==> src/design/spi_pkg.sv <==
// Package with shared constants and types for the segment point interpolator.
`default_nettype none
package spi_pkg;
  localparam int COORD_W   = 24;
  localparam int RAD_W     = 23;
  localparam int SQ_W      = 50;
  localparam int LEN_W     = 25;
  localparam int DMAG_W    = 25;
  localparam int MAX_POINTS_DEF = 63;
  localparam logic [RAD_W-1:0] SPACING_RST = 23'd256;

  typedef logic signed [COORD_W-1:0] coord_t;
  typedef logic [RAD_W-1:0]          rad_t;

  typedef struct packed {
    coord_t x;
    coord_t y;
    coord_t z;
    rad_t   r;
  } point_t;

  typedef struct packed {
    logic start;
    logic busy;
    logic done;
  } div_ctl_t;
endpackage
`default_nettype wire

==> src/design/spi_if.sv <==
// Valid/ready channel interfaces for input segments, output points and configuration.
`default_nettype none
interface spi_seg_if (input wire logic clk);
  import spi_pkg::*;
  logic   valid;
  logic   ready;
  point_t start_pt;
  point_t end_pt;
  logic   is_soma;
  modport source (output valid, start_pt, end_pt, is_soma, input ready);
  modport sink (input valid, start_pt, end_pt, is_soma, output ready);
endinterface

interface spi_pt_if (input wire logic clk);
  import spi_pkg::*;
  logic   valid;
  logic   ready;
  point_t pt;
  logic   last_point;
  modport source (output valid, pt, last_point, input ready);
  modport sink (input valid, pt, last_point, output ready);
endinterface

interface spi_cfg_if (input wire logic clk);
  import spi_pkg::*;
  logic valid;
  logic ready;
  rad_t data;
  modport source (output valid, data, input ready);
  modport sink (input valid, data, output ready);
endinterface
`default_nettype wire

==> src/design/spi_div.sv <==
// Shared restoring divider, one quotient bit per cycle, also used for the square root.
`default_nettype none
module spi_div #(
  parameter int W = 32
) (
  input  wire logic         clk,
  input  wire logic         rst_n,
  input  wire logic         start,
  input  wire logic         sqrt_mode,
  input  wire logic [W-1:0] num,
  input  wire logic [W-1:0] den,
  output logic              busy,
  output logic [W-1:0]      quo
);
  localparam int CW = $clog2(W + 1);
  logic [W-1:0]  rem_r, rem_nxt, q_r, q_nxt, n_r, n_nxt, d_r;
  logic [CW-1:0] cnt_r, cnt_nxt;
  logic          busy_r, busy_nxt, sq_r;
  logic [W+1:0]  trial, sub;
  logic [W+1:0]  rsh;

  assign busy = busy_r;
  assign quo  = q_r;

  always_comb begin
    busy_nxt = busy_r;
    cnt_nxt  = cnt_r;
    rem_nxt  = rem_r;
    q_nxt    = q_r;
    n_nxt    = n_r;
    trial    = '0;
    sub      = '0;
    rsh      = '0;
    if (start) begin
      busy_nxt = 1'b1;
      rem_nxt  = '0;
      q_nxt    = '0;
      n_nxt    = num;
      cnt_nxt  = sqrt_mode ? CW'(W / 2) : CW'(W);
    end else if (busy_r) begin
      if (sq_r) begin
        rsh   = {rem_r, n_r[W-1:W-2]};
        trial = {2'b00, q_r[W-3:0], 2'b01};
        sub   = rsh - trial;
        n_nxt = {n_r[W-3:0], 2'b00};
        if (!sub[W+1]) begin
          rem_nxt = sub[W-1:0];
          q_nxt   = {q_r[W-2:0], 1'b1};
        end else begin
          rem_nxt = rsh[W-1:0];
          q_nxt   = {q_r[W-2:0], 1'b0};
        end
      end else begin
        rsh   = {1'b0, rem_r, n_r[W-1]};
        sub   = rsh - {2'b00, d_r};
        n_nxt = {n_r[W-2:0], 1'b0};
        if (!sub[W+1]) begin
          rem_nxt = sub[W-1:0];
          q_nxt   = {q_r[W-2:0], 1'b1};
        end else begin
          rem_nxt = rsh[W-1:0];
          q_nxt   = {q_r[W-2:0], 1'b0};
        end
      end
      cnt_nxt = cnt_r - CW'(1);
      if (cnt_r == CW'(1)) begin
        busy_nxt = 1'b0;
      end
    end
  end

  always_ff @(posedge clk) begin
    if (!rst_n) begin
      busy_r <= 1'b0;
      cnt_r  <= '0;
    end else begin
      busy_r <= busy_nxt;
      cnt_r  <= cnt_nxt;
    end
    rem_r <= rem_nxt;
    q_r   <= q_nxt;
    n_r   <= n_nxt;
    if (start) begin
      d_r  <= den;
      sq_r <= sqrt_mode;
    end
  end
endmodule
`default_nettype wire

==> src/design/spi_seq.sv <==
// Sequencer that steps one segment through length, count and interior point generation.
`default_nettype none
module spi_seq #(
  parameter int MAX_POINTS = spi_pkg::MAX_POINTS_DEF
) (
  input  wire logic  clk,
  input  wire logic  rst_n,
  spi_seg_if.sink    seg,
  spi_pt_if.source   pts,
  input  wire spi_pkg::rad_t spacing
);
  import spi_pkg::*;
  localparam int W  = SQ_W + 2;
  localparam int NW = $clog2(MAX_POINTS + 1);

  typedef enum logic [8:0] {
    S_IDLE  = 9'b000000001,
    S_SQ    = 9'b000000010,
    S_SQW   = 9'b000000100,
    S_NDIV  = 9'b000001000,
    S_NW    = 9'b000010000,
    S_EMIT  = 9'b000100000,
    S_MUL   = 9'b001000000,
    S_DIV   = 9'b010000000,
    S_DW    = 9'b100000000
  } state_t;

  state_t state_r;
  point_t sp_r, ep_r, out_pt_r;
  logic   soma_r, ov_r, olast_r;
  logic [DMAG_W-1:0] mag_r [4];
  logic              neg_r [4];
  logic [1:0]        lane_r;
  logic [2:0]        phase_r;
  logic [NW-1:0]     n_r, i_r;
  logic [W-1:0]      acc_r, num_mux, den_mux, quo;
  logic              dstart, dsq, dbusy;
  logic [DMAG_W-1:0] q_r [4];
  logic signed [DMAG_W:0] d_full [4];
  logic [DMAG_W-1:0] mag_c;
  logic [DMAG_W-1:0] mul_b;
  logic [2*DMAG_W-1:0] prod;
  div_ctl_t ctl;

  spi_div #(.W(W)) u_div (
    .clk(clk), .rst_n(rst_n), .start(dstart), .sqrt_mode(dsq),
    .num(num_mux), .den(den_mux), .busy(dbusy), .quo(quo)
  );

  assign ctl = '{start: dstart, busy: dbusy, done: 1'b0};
  assign seg.ready = (state_r == S_IDLE) && !ov_r;
  assign pts.valid = ov_r;
  assign pts.pt = out_pt_r;
  assign pts.last_point = olast_r;

  always_comb begin
    d_full[0] = (DMAG_W+1)'(signed'(seg.end_pt.x)) - (DMAG_W+1)'(signed'(seg.start_pt.x));
    d_full[1] = (DMAG_W+1)'(signed'(seg.end_pt.y)) - (DMAG_W+1)'(signed'(seg.start_pt.y));
    d_full[2] = (DMAG_W+1)'(signed'(seg.end_pt.z)) - (DMAG_W+1)'(signed'(seg.start_pt.z));
    d_full[3] = $signed({3'b000, seg.end_pt.r}) - $signed({3'b000, seg.start_pt.r});
  end

  always_comb begin
    mag_c = mag_r[lane_r];
    mul_b = (state_r == S_MUL) ? mag_c : {{(DMAG_W-NW){1'b0}}, i_r};
    prod  = mag_c * mul_b;
    dsq = (state_r == S_SQ);
    dstart = (state_r == S_SQ) || (state_r == S_NDIV) || (state_r == S_DIV);
    num_mux = (state_r == S_DIV) ? W'(prod) : acc_r;
    den_mux = (state_r == S_NDIV) ? W'(spacing) : W'(n_r);
  end

  function automatic coord_t addc(coord_t b, logic [DMAG_W-1:0] q, logic ng);
    logic [DMAG_W-1:0] s;
    s = ng ? (DMAG_W'(signed'(b)) - q) : (DMAG_W'(signed'(b)) + q);
    return s[COORD_W-1:0];
  endfunction

  always_ff @(posedge clk) begin
    if (!rst_n) begin
      state_r <= S_IDLE;
      ov_r    <= 1'b0;
    end else begin
      if (pts.valid && pts.ready) begin
        ov_r <= 1'b0;
      end
      case (state_r)
        S_IDLE: begin
          if (seg.valid && seg.ready) begin
            sp_r <= seg.start_pt;
            ep_r <= seg.end_pt;
            soma_r <= seg.is_soma;
            for (int k = 0; k < 4; k++) begin
              neg_r[k] <= d_full[k][DMAG_W];
              mag_r[k] <= d_full[k][DMAG_W] ? DMAG_W'(-d_full[k]) : d_full[k][DMAG_W-1:0];
            end
            lane_r  <= '0;
            acc_r   <= '0;
            phase_r <= '0;
            out_pt_r <= seg.start_pt;
            olast_r <= 1'b0;
            ov_r    <= 1'b1;
            state_r <= S_MUL;
          end
        end
        S_MUL: begin
          if (phase_r == 3'd3) begin
            state_r <= S_SQ;
          end else begin
            acc_r <= acc_r + W'(prod);
            lane_r <= lane_r + 2'd1;
            phase_r <= phase_r + 3'd1;
          end
        end
        S_SQ: state_r <= S_SQW;
        S_SQW: begin
          if (!dbusy && !ctl.start) begin
            acc_r <= W'(quo[LEN_W-1:0]);
            if (spacing == '0) begin
              n_r <= NW'(MAX_POINTS);
              state_r <= S_EMIT;
            end else begin
              state_r <= S_NDIV;
            end
          end
        end
        S_NDIV: state_r <= S_NW;
        S_NW: begin
          if (!dbusy && !ctl.start) begin
            n_r <= (quo > W'(MAX_POINTS)) ? NW'(MAX_POINTS) : quo[NW-1:0];
            state_r <= S_EMIT;
          end
        end
        S_EMIT: begin
          if (!ov_r) begin
            out_pt_r <= ep_r;
            ov_r <= 1'b1;
            if (soma_r || n_r <= NW'(2)) begin
              olast_r <= 1'b1;
              state_r <= S_IDLE;
            end else begin
              olast_r <= 1'b0;
              i_r <= NW'(1);
              lane_r <= '0;
              phase_r <= 3'd4;
              state_r <= S_DIV;
            end
          end
        end
        S_DIV: begin
          state_r <= S_DW;
        end
        S_DW: begin
          if (!dbusy && !ctl.start) begin
            q_r[lane_r] <= quo[DMAG_W-1:0];
            if (lane_r == 2'd3) begin
              if (!ov_r) begin
                out_pt_r.x <= addc(sp_r.x, q_r[0], neg_r[0]);
                out_pt_r.y <= addc(sp_r.y, q_r[1], neg_r[1]);
                out_pt_r.z <= addc(sp_r.z, q_r[2], neg_r[2]);
                out_pt_r.r <= neg_r[3] ? (sp_r.r - quo[RAD_W-1:0]) : (sp_r.r + quo[RAD_W-1:0]);
                olast_r <= (i_r == n_r - NW'(1));
                ov_r <= 1'b1;
                lane_r <= '0;
                if (i_r == n_r - NW'(1)) begin
                  state_r <= S_IDLE;
                end else begin
                  i_r <= i_r + NW'(1);
                  state_r <= S_DIV;
                end
              end
            end else begin
              lane_r <= lane_r + 2'd1;
              state_r <= S_DIV;
            end
          end
        end
        default: state_r <= S_IDLE;
      endcase
    end
  end
endmodule
`default_nettype wire

==> src/design/segment_point_interpolator.sv <==
// Top level of the segment point interpolator.
// The start point is shown the cycle after the beat is taken; the end point follows the sum of squares,
// the square root and the count division (skipped at zero spacing). Each interior point takes four
// shared-divider passes, one per lane. A new segment is taken only once the last point has gone out.
// The single bit-serial divider also does the square root.
// Synchronous active-low reset clears the sequencer and sets point_spacing to 1.0.
`default_nettype none
module segment_point_interpolator #(
  parameter int MAX_POINTS = spi_pkg::MAX_POINTS_DEF
) (
  input wire logic clk,
  input wire logic rst_n,
  spi_seg_if.sink  in_seg,
  spi_pt_if.source out_pt,
  spi_cfg_if.sink  cfg
);
  import spi_pkg::*;
  rad_t spacing_r;

  assign cfg.ready = 1'b1;

  always_ff @(posedge clk) begin
    if (!rst_n) begin
      spacing_r <= SPACING_RST;
    end else if (cfg.valid && cfg.ready) begin
      spacing_r <= cfg.data;
    end
  end

  spi_seq #(.MAX_POINTS(MAX_POINTS)) u_seq (
    .clk(clk), .rst_n(rst_n), .seg(in_seg), .pts(out_pt), .spacing(spacing_r)
  );
endmodule
`default_nettype wire

==> src/flat_wrapper.sv <==
// flat-port wrapper written by rule: the top's interface ports become plain ports
module segment_point_interpolator_flat import spi_pkg::*;
#(
  parameter int MAX_POINTS = spi_pkg::MAX_POINTS_DEF
)
  (clk, rst_n, in_seg_valid, in_seg_start_pt, in_seg_end_pt, in_seg_is_soma, in_seg_ready, out_pt_valid, out_pt_pt, out_pt_last_point, out_pt_ready, cfg_valid, cfg_data, cfg_ready);
  spi_seg_if in_seg_i (.clk(clk));
  spi_pt_if out_pt_i (.clk(clk));
  spi_cfg_if cfg_i (.clk(clk));
  input wire logic clk;
  input wire logic rst_n;
  input wire logic [$bits(in_seg_i.valid)-1:0] in_seg_valid;
  input wire logic [$bits(in_seg_i.start_pt)-1:0] in_seg_start_pt;
  input wire logic [$bits(in_seg_i.end_pt)-1:0] in_seg_end_pt;
  input wire logic [$bits(in_seg_i.is_soma)-1:0] in_seg_is_soma;
  output wire logic [$bits(in_seg_i.ready)-1:0] in_seg_ready;
  output wire logic [$bits(out_pt_i.valid)-1:0] out_pt_valid;
  output wire logic [$bits(out_pt_i.pt)-1:0] out_pt_pt;
  output wire logic [$bits(out_pt_i.last_point)-1:0] out_pt_last_point;
  input wire logic [$bits(out_pt_i.ready)-1:0] out_pt_ready;
  input wire logic [$bits(cfg_i.valid)-1:0] cfg_valid;
  input wire logic [$bits(cfg_i.data)-1:0] cfg_data;
  output wire logic [$bits(cfg_i.ready)-1:0] cfg_ready;
  assign in_seg_i.valid = in_seg_valid;
  assign in_seg_i.start_pt = in_seg_start_pt;
  assign in_seg_i.end_pt = in_seg_end_pt;
  assign in_seg_i.is_soma = in_seg_is_soma;
  assign in_seg_ready = in_seg_i.ready;
  assign out_pt_valid = out_pt_i.valid;
  assign out_pt_pt = out_pt_i.pt;
  assign out_pt_last_point = out_pt_i.last_point;
  assign out_pt_i.ready = out_pt_ready;
  assign cfg_i.valid = cfg_valid;
  assign cfg_i.data = cfg_data;
  assign cfg_ready = cfg_i.ready;
  segment_point_interpolator #(.MAX_POINTS(MAX_POINTS)) u_core (.clk(clk), .rst_n(rst_n), .in_seg(in_seg_i), .out_pt(out_pt_i), .cfg(cfg_i));
endmodule
==> config.mk <==
export PLATFORM = sky130hd
export DESIGN_NAME = segment_point_interpolator_flat
export DESIGN_NICKNAME = d
export VERILOG_FILES = /design/src/design/spi_pkg.sv /design/src/design/spi_if.sv /design/src/design/spi_div.sv /design/src/design/spi_seq.sv /design/src/design/segment_point_interpolator.sv /design/src/flat_wrapper.sv
export SDC_FILE = /design/constraint.sdc
export NUM_CORES = 2
export LEC_CHECK = 0
export BUFFER_PORTS_ARGS = -buffer_cell sky130_fd_sc_hd__buf_2
export CELL_PAD_IN_SITES_DETAIL_PLACEMENT = 0
export CELL_PAD_IN_SITES_GLOBAL_PLACEMENT = 1
export CORE_MARGIN = 8
export CORE_UTILIZATION = 45
export CTS_CLUSTER_SIZE = 20
export DETAILED_ROUTE_END_ITERATION = 12
export GPL_TIMING_DRIVEN = 0
export PLACE_DENSITY_LB_ADDON = 0.25
export REMOVE_ABC_BUFFERS = 1
export SLEW_MARGIN = 20
export SYNTH_ARGS = -nofsm -noshare
export SYNTH_HDL_FRONTEND = slang
export SYNTH_HIERARCHICAL = 1
export SYNTH_SLANG_ARGS = --single-unit
==> constraint.sdc <==
create_clock -name clk -period 9.4 [get_ports clk]
set_input_delay 0.94 -clock clk [delete_from_list [all_inputs] [get_ports clk]]
set_output_delay 0.94 -clock clk [all_outputs]
set_load 0.005 [all_outputs]
==> summary.json <==
{
  "outcome": {"value": "finished, violations left"},
  "failing_checks": {"value": "negative setup slack"},
  "slew-limit-headroom": {"value": 20.2, "unit": "%"},
  "insertion_delay": {"value": 0.74, "unit": "ns"},
  "report.final.hold_viol_count": {"value": 0},
  "tritoncts_buffers": {"value": 94},
  "routed_wire_length_per_instance": {"value": 22.5, "unit": "microns"},
  "fmax": {"value": 99.5, "unit": "MHz"},
  "syn-cell-area": {"value": 73800, "unit": "sq um"},
  "place_congestion": {"value": 0.937},
  "fin_skew": {"value": 0.0635, "unit": "ns"},
  "yosys_warnings": {"value": 6},
  "tritoncts": {"value": "built"},
  "cts.htree.levels": {"value": 3},
  "finalSetupViolCount": {"value": 18},
  "clk_pin_slew": {"value": 0.06, "unit": "ns"},
  "worst_ep_required_time": {"value": 9.85, "unit": "ns"},
  "floorplan.initialDensity": {"value": 45.3, "unit": "%"},
  "dr.first_iter.drc_count": {"value": 5610},
  "synth.ff_latch_count": {"value": 783},
  "synth.distinct_cells": {"value": 110},
  "dr_total_vias": {"value": 61300},
  "cp_endpoint": {"value": "u_core/u_seq/acc_r[50]$_DFFE_PP_"},
  "post_synth.cell_area_avg": {"value": 9.12, "unit": "sq um"},
  "synthToLayoutAreaGrowth": {"value": 16.4, "unit": "%"},
  "drt-pass1-iter-count": {"value": 6},
  "synth.yosys.seq_area_share": {"value": 29.9, "unit": "%"},
  "die-area": {"value": 177000, "unit": "sq um"},
  "grt_antenna_before_repair": {"value": 13},
  "clockBufferDepth": {"value": 3},
  "crit_arrival": {"value": 10.50, "unit": "ns"},
  "grt_use_met3": {"value": 3.53, "unit": "%"},
  "design.core.area": {"value": 163000, "unit": "sq um"},
  "nNetsFinal": {"value": 9793},
  "type_of_the_worst_setup_path": {"value": "register to register"},
  "global_route.peak_usage_layer": {"value": "met2"},
  "critical-path-top-cell-by-count": {"value": "sky130_fd_sc_hd__fa_1"},
  "drive_above_1_share": {"value": 14.2, "unit": "%"},
  "asyncSetResetFlopFracSynth": {"value": 0, "unit": "%"},
  "ir_drop": {"value": 0.766, "unit": "mV"},
  "fin_tns_setup": {"value": -7.01, "unit": "ns"},
  "cts_hold_repair.buffers": {"value": 0},
  "post_synth_edffs": {"value": 637},
  "r2r-start": {"value": "u_core/u_seq/state_r[3]$_SDFFE_PN0P_"},
  "worst-r2r-cell-count": {"value": 39},
  "rsz0062_at_grt": {"value": "yes"},
  "cellPowerDensity": {"value": 408, "unit": "nW/um^2"},
  "first_global_vias": {"value": 61600},
  "power_leakage": {"value": 37.5, "unit": "nW"},
  "cts.sink_count": {"value": 783},
  "critical_path.reg2reg.endpoint": {"value": "u_core/u_seq/acc_r[50]$_DFFE_PP_"},
  "floorplan.die.height": {"value": 421, "unit": "microns"},
  "final-max-slew-violation-count": {"value": 0},
  "fin_util": {"value": 52.8, "unit": "%"},
  "row_count": {"value": 148},
  "worst_hold_startpoint": {"value": "in_seg_end_pt[70]"},
  "setup.worst_path.start": {"value": "u_core/u_seq/state_r[3]$_SDFFE_PN0P_"},
  "grt_pass1_wl": {"value": 368, "unit": "mm"},
  "drc_errors": {"value": 0},
  "grt_util_all_layers": {"value": 26.2, "unit": "%"},
  "end_kind": {"value": "register"},
  "cp-start-kind": {"value": "register"},
  "overflow": {"value": 0},
  "netlist_instances": {"value": 8091},
  "critical-path-slowest-cell": {"value": "sky130_fd_sc_hd__fa_2"},
  "grt_util_met1": {"value": 36.0, "unit": "%"},
  "avgViaCountPerCell": {"value": 5.70},
  "hold_wc_path_type": {"value": "input port to register"},
  "num_io_pins": {"value": 318},
  "grt_start_max_net_pins": {"value": 78},
  "worst-slew-pin-transition": {"value": 1.20, "unit": "ns"},
  "slack_of_the_worst_reg_to_reg_path": {"value": -0.65, "unit": "ns"},
  "hpwlAfterDp": {"value": 185, "unit": "mm"},
  "postRouteWirelength": {"value": 242, "unit": "mm"},
  "ant_nets": {"value": 0},
  "post-route-worst-setup-slack": {"value": -0.651, "unit": "ns"},
  "die_w": {"value": 421, "unit": "microns"},
  "dominantRegCellSynth": {"value": "sky130_fd_sc_hd__edfxtp_1"},
  "crit_fanout": {"value": 12},
  "finalWorstPathRequiredPeriod": {"value": 10.05, "unit": "ns"},
  "final_common_cell": {"value": "sky130_fd_sc_hd__inv_1"},
  "global_route.usage.met2": {"value": 43.0, "unit": "%"},
  "portBuffers": {"value": 316},
  "slowest_delay": {"value": 0.61, "unit": "ns"},
  "layout.cells.most_common_list": {"value": "sky130_fd_sc_hd__inv_1, sky130_fd_sc_hd__nand2_1, sky130_fd_sc_hd__nor2_1"},
  "drv.max_cap_violation_count": {"value": 0},
  "layout_worst_path_cycle_share": {"value": 107, "unit": "%"},
  "clock-root-buffer": {"value": "sky130_fd_sc_hd__clkbuf_16"}
}
[metrics by stage]
step	cells	area [sq um]	total power [mW]	hold WS (ns)	setup slack [ns]
floorplan	7806	72600	18.9	0.456	-2.27
global placement	10300	76900	24.6	0.476	-11.02
detailed placement	10400	78600	24.9	0.496	-2.91
CTS	10700	84900	32.3	0.329	-0.706
global route	10700	85900	37.5	0.360	-0.977
finish	10800	85900	35.0	0.395	-0.651
[worst min path at each step]
stage / cells past startpoint / endpoint
3_3_place_gp: 2 / u_core/u_seq/u_div/quo[51]$_SDFFE_PP0P_
4_1_cts: 1 / u_core/u_seq/ep_r[70]$_DFFE_PP_
6_report: 1 / u_core/u_seq/ep_r[70]$_DFFE_PP_
2_1_floorplan: 2 / u_core/spacing_r[8]$_SDFFE_PN1P_
5_1_grt: 1 / u_core/u_seq/ep_r[67]$_DFFE_PP_
3_5_place_dp: 2 / u_core/spacing_r[8]$_SDFFE_PN1P_
[cells by family after synthesis]
family,after synthesis,share of synthesized area [%]
simple gates,2371,14.5
compound gates,1744,15.2
buf+inv,1359,7.04
fa+ha+maj,1082,23.8
flops,783,29.9
xor+xnor,501,5.96
mux,249,3.51
other cells,2,0.0102
[power breakdown]
part | switching (mW) | internal, mW | leakage (nW)
clock network | 1.61 | 2.25 | 1.56
logic | 15.2 | 11.4 | 28.9
registers | 0.325 | 4.33 | 7.05
total | 17.1 | 17.9 | 37.5
[cells in the mapped netlist (all sizes together), types with 77 or more instances]
cell / number / area (sq um)
nor3: 160 / 812
dfxtp: 146 / 2920
xor2: 165 / 1450
nor2: 768 / 2890
mux2: 77 / 867
ha: 546 / 6830
nand2: 840 / 3150
mux2i: 172 / 1720
inv: 1040 / 3900
a22oi: 105 / 793
a21o: 172 / 1290
edfxtp: 637 / 19100
fa: 536 / 10700
clkbuf: 257 / 967
o21ai: 436 / 2190
nand3: 103 / 515
a21oi: 458 / 2290
xnor2: 336 / 2950
[critical path: cells and delay by family (launching register included)]
family          cells  cell delay [ns]
buf+inv             9             0.97
flops               1             0.36
compound gates     10             1.74
simple gates        9             2.10
mux                 1             0.12
fa+ha+maj           9             4.24
xor+xnor            1             0.19
[flip-flops by register name, summed over array words and instances, names as in the netlist, 72 cells and up, named ones only]
name	flops
u_core/u_seq/q_r	72
u_core/u_seq/mag_r	100
u_core/u_seq/pts.pt	95
u_core/u_seq/ep_r	95
u_core/u_seq/sp_r	95
[metal layers]
metal  up-vias  wire, microns
met5         -              0
met4         0           8350
met3       429          15400
met2      2049         112000
met1     30200         106000
li1      28600              -
[layout make-up]
type	instances	area, sq um
fillers	14900	76900
multi-input cells	5980	49000
flip-flops and latches	783	22100
repair buffers	588	4830
inverters	1045	4000
well taps	2175	2720
clock buffers	115	2500
clock inverters	59	761
diodes	6	15.0
[what timing repair did]
action                     in CTS  in global routing
pin swaps                      64                 62
buffers inserted              139                 47
setup endpoints to repair      67                 32
resized for setup             356                138
gates cloned                    6                  0
(Power assumes the default switching activity.)
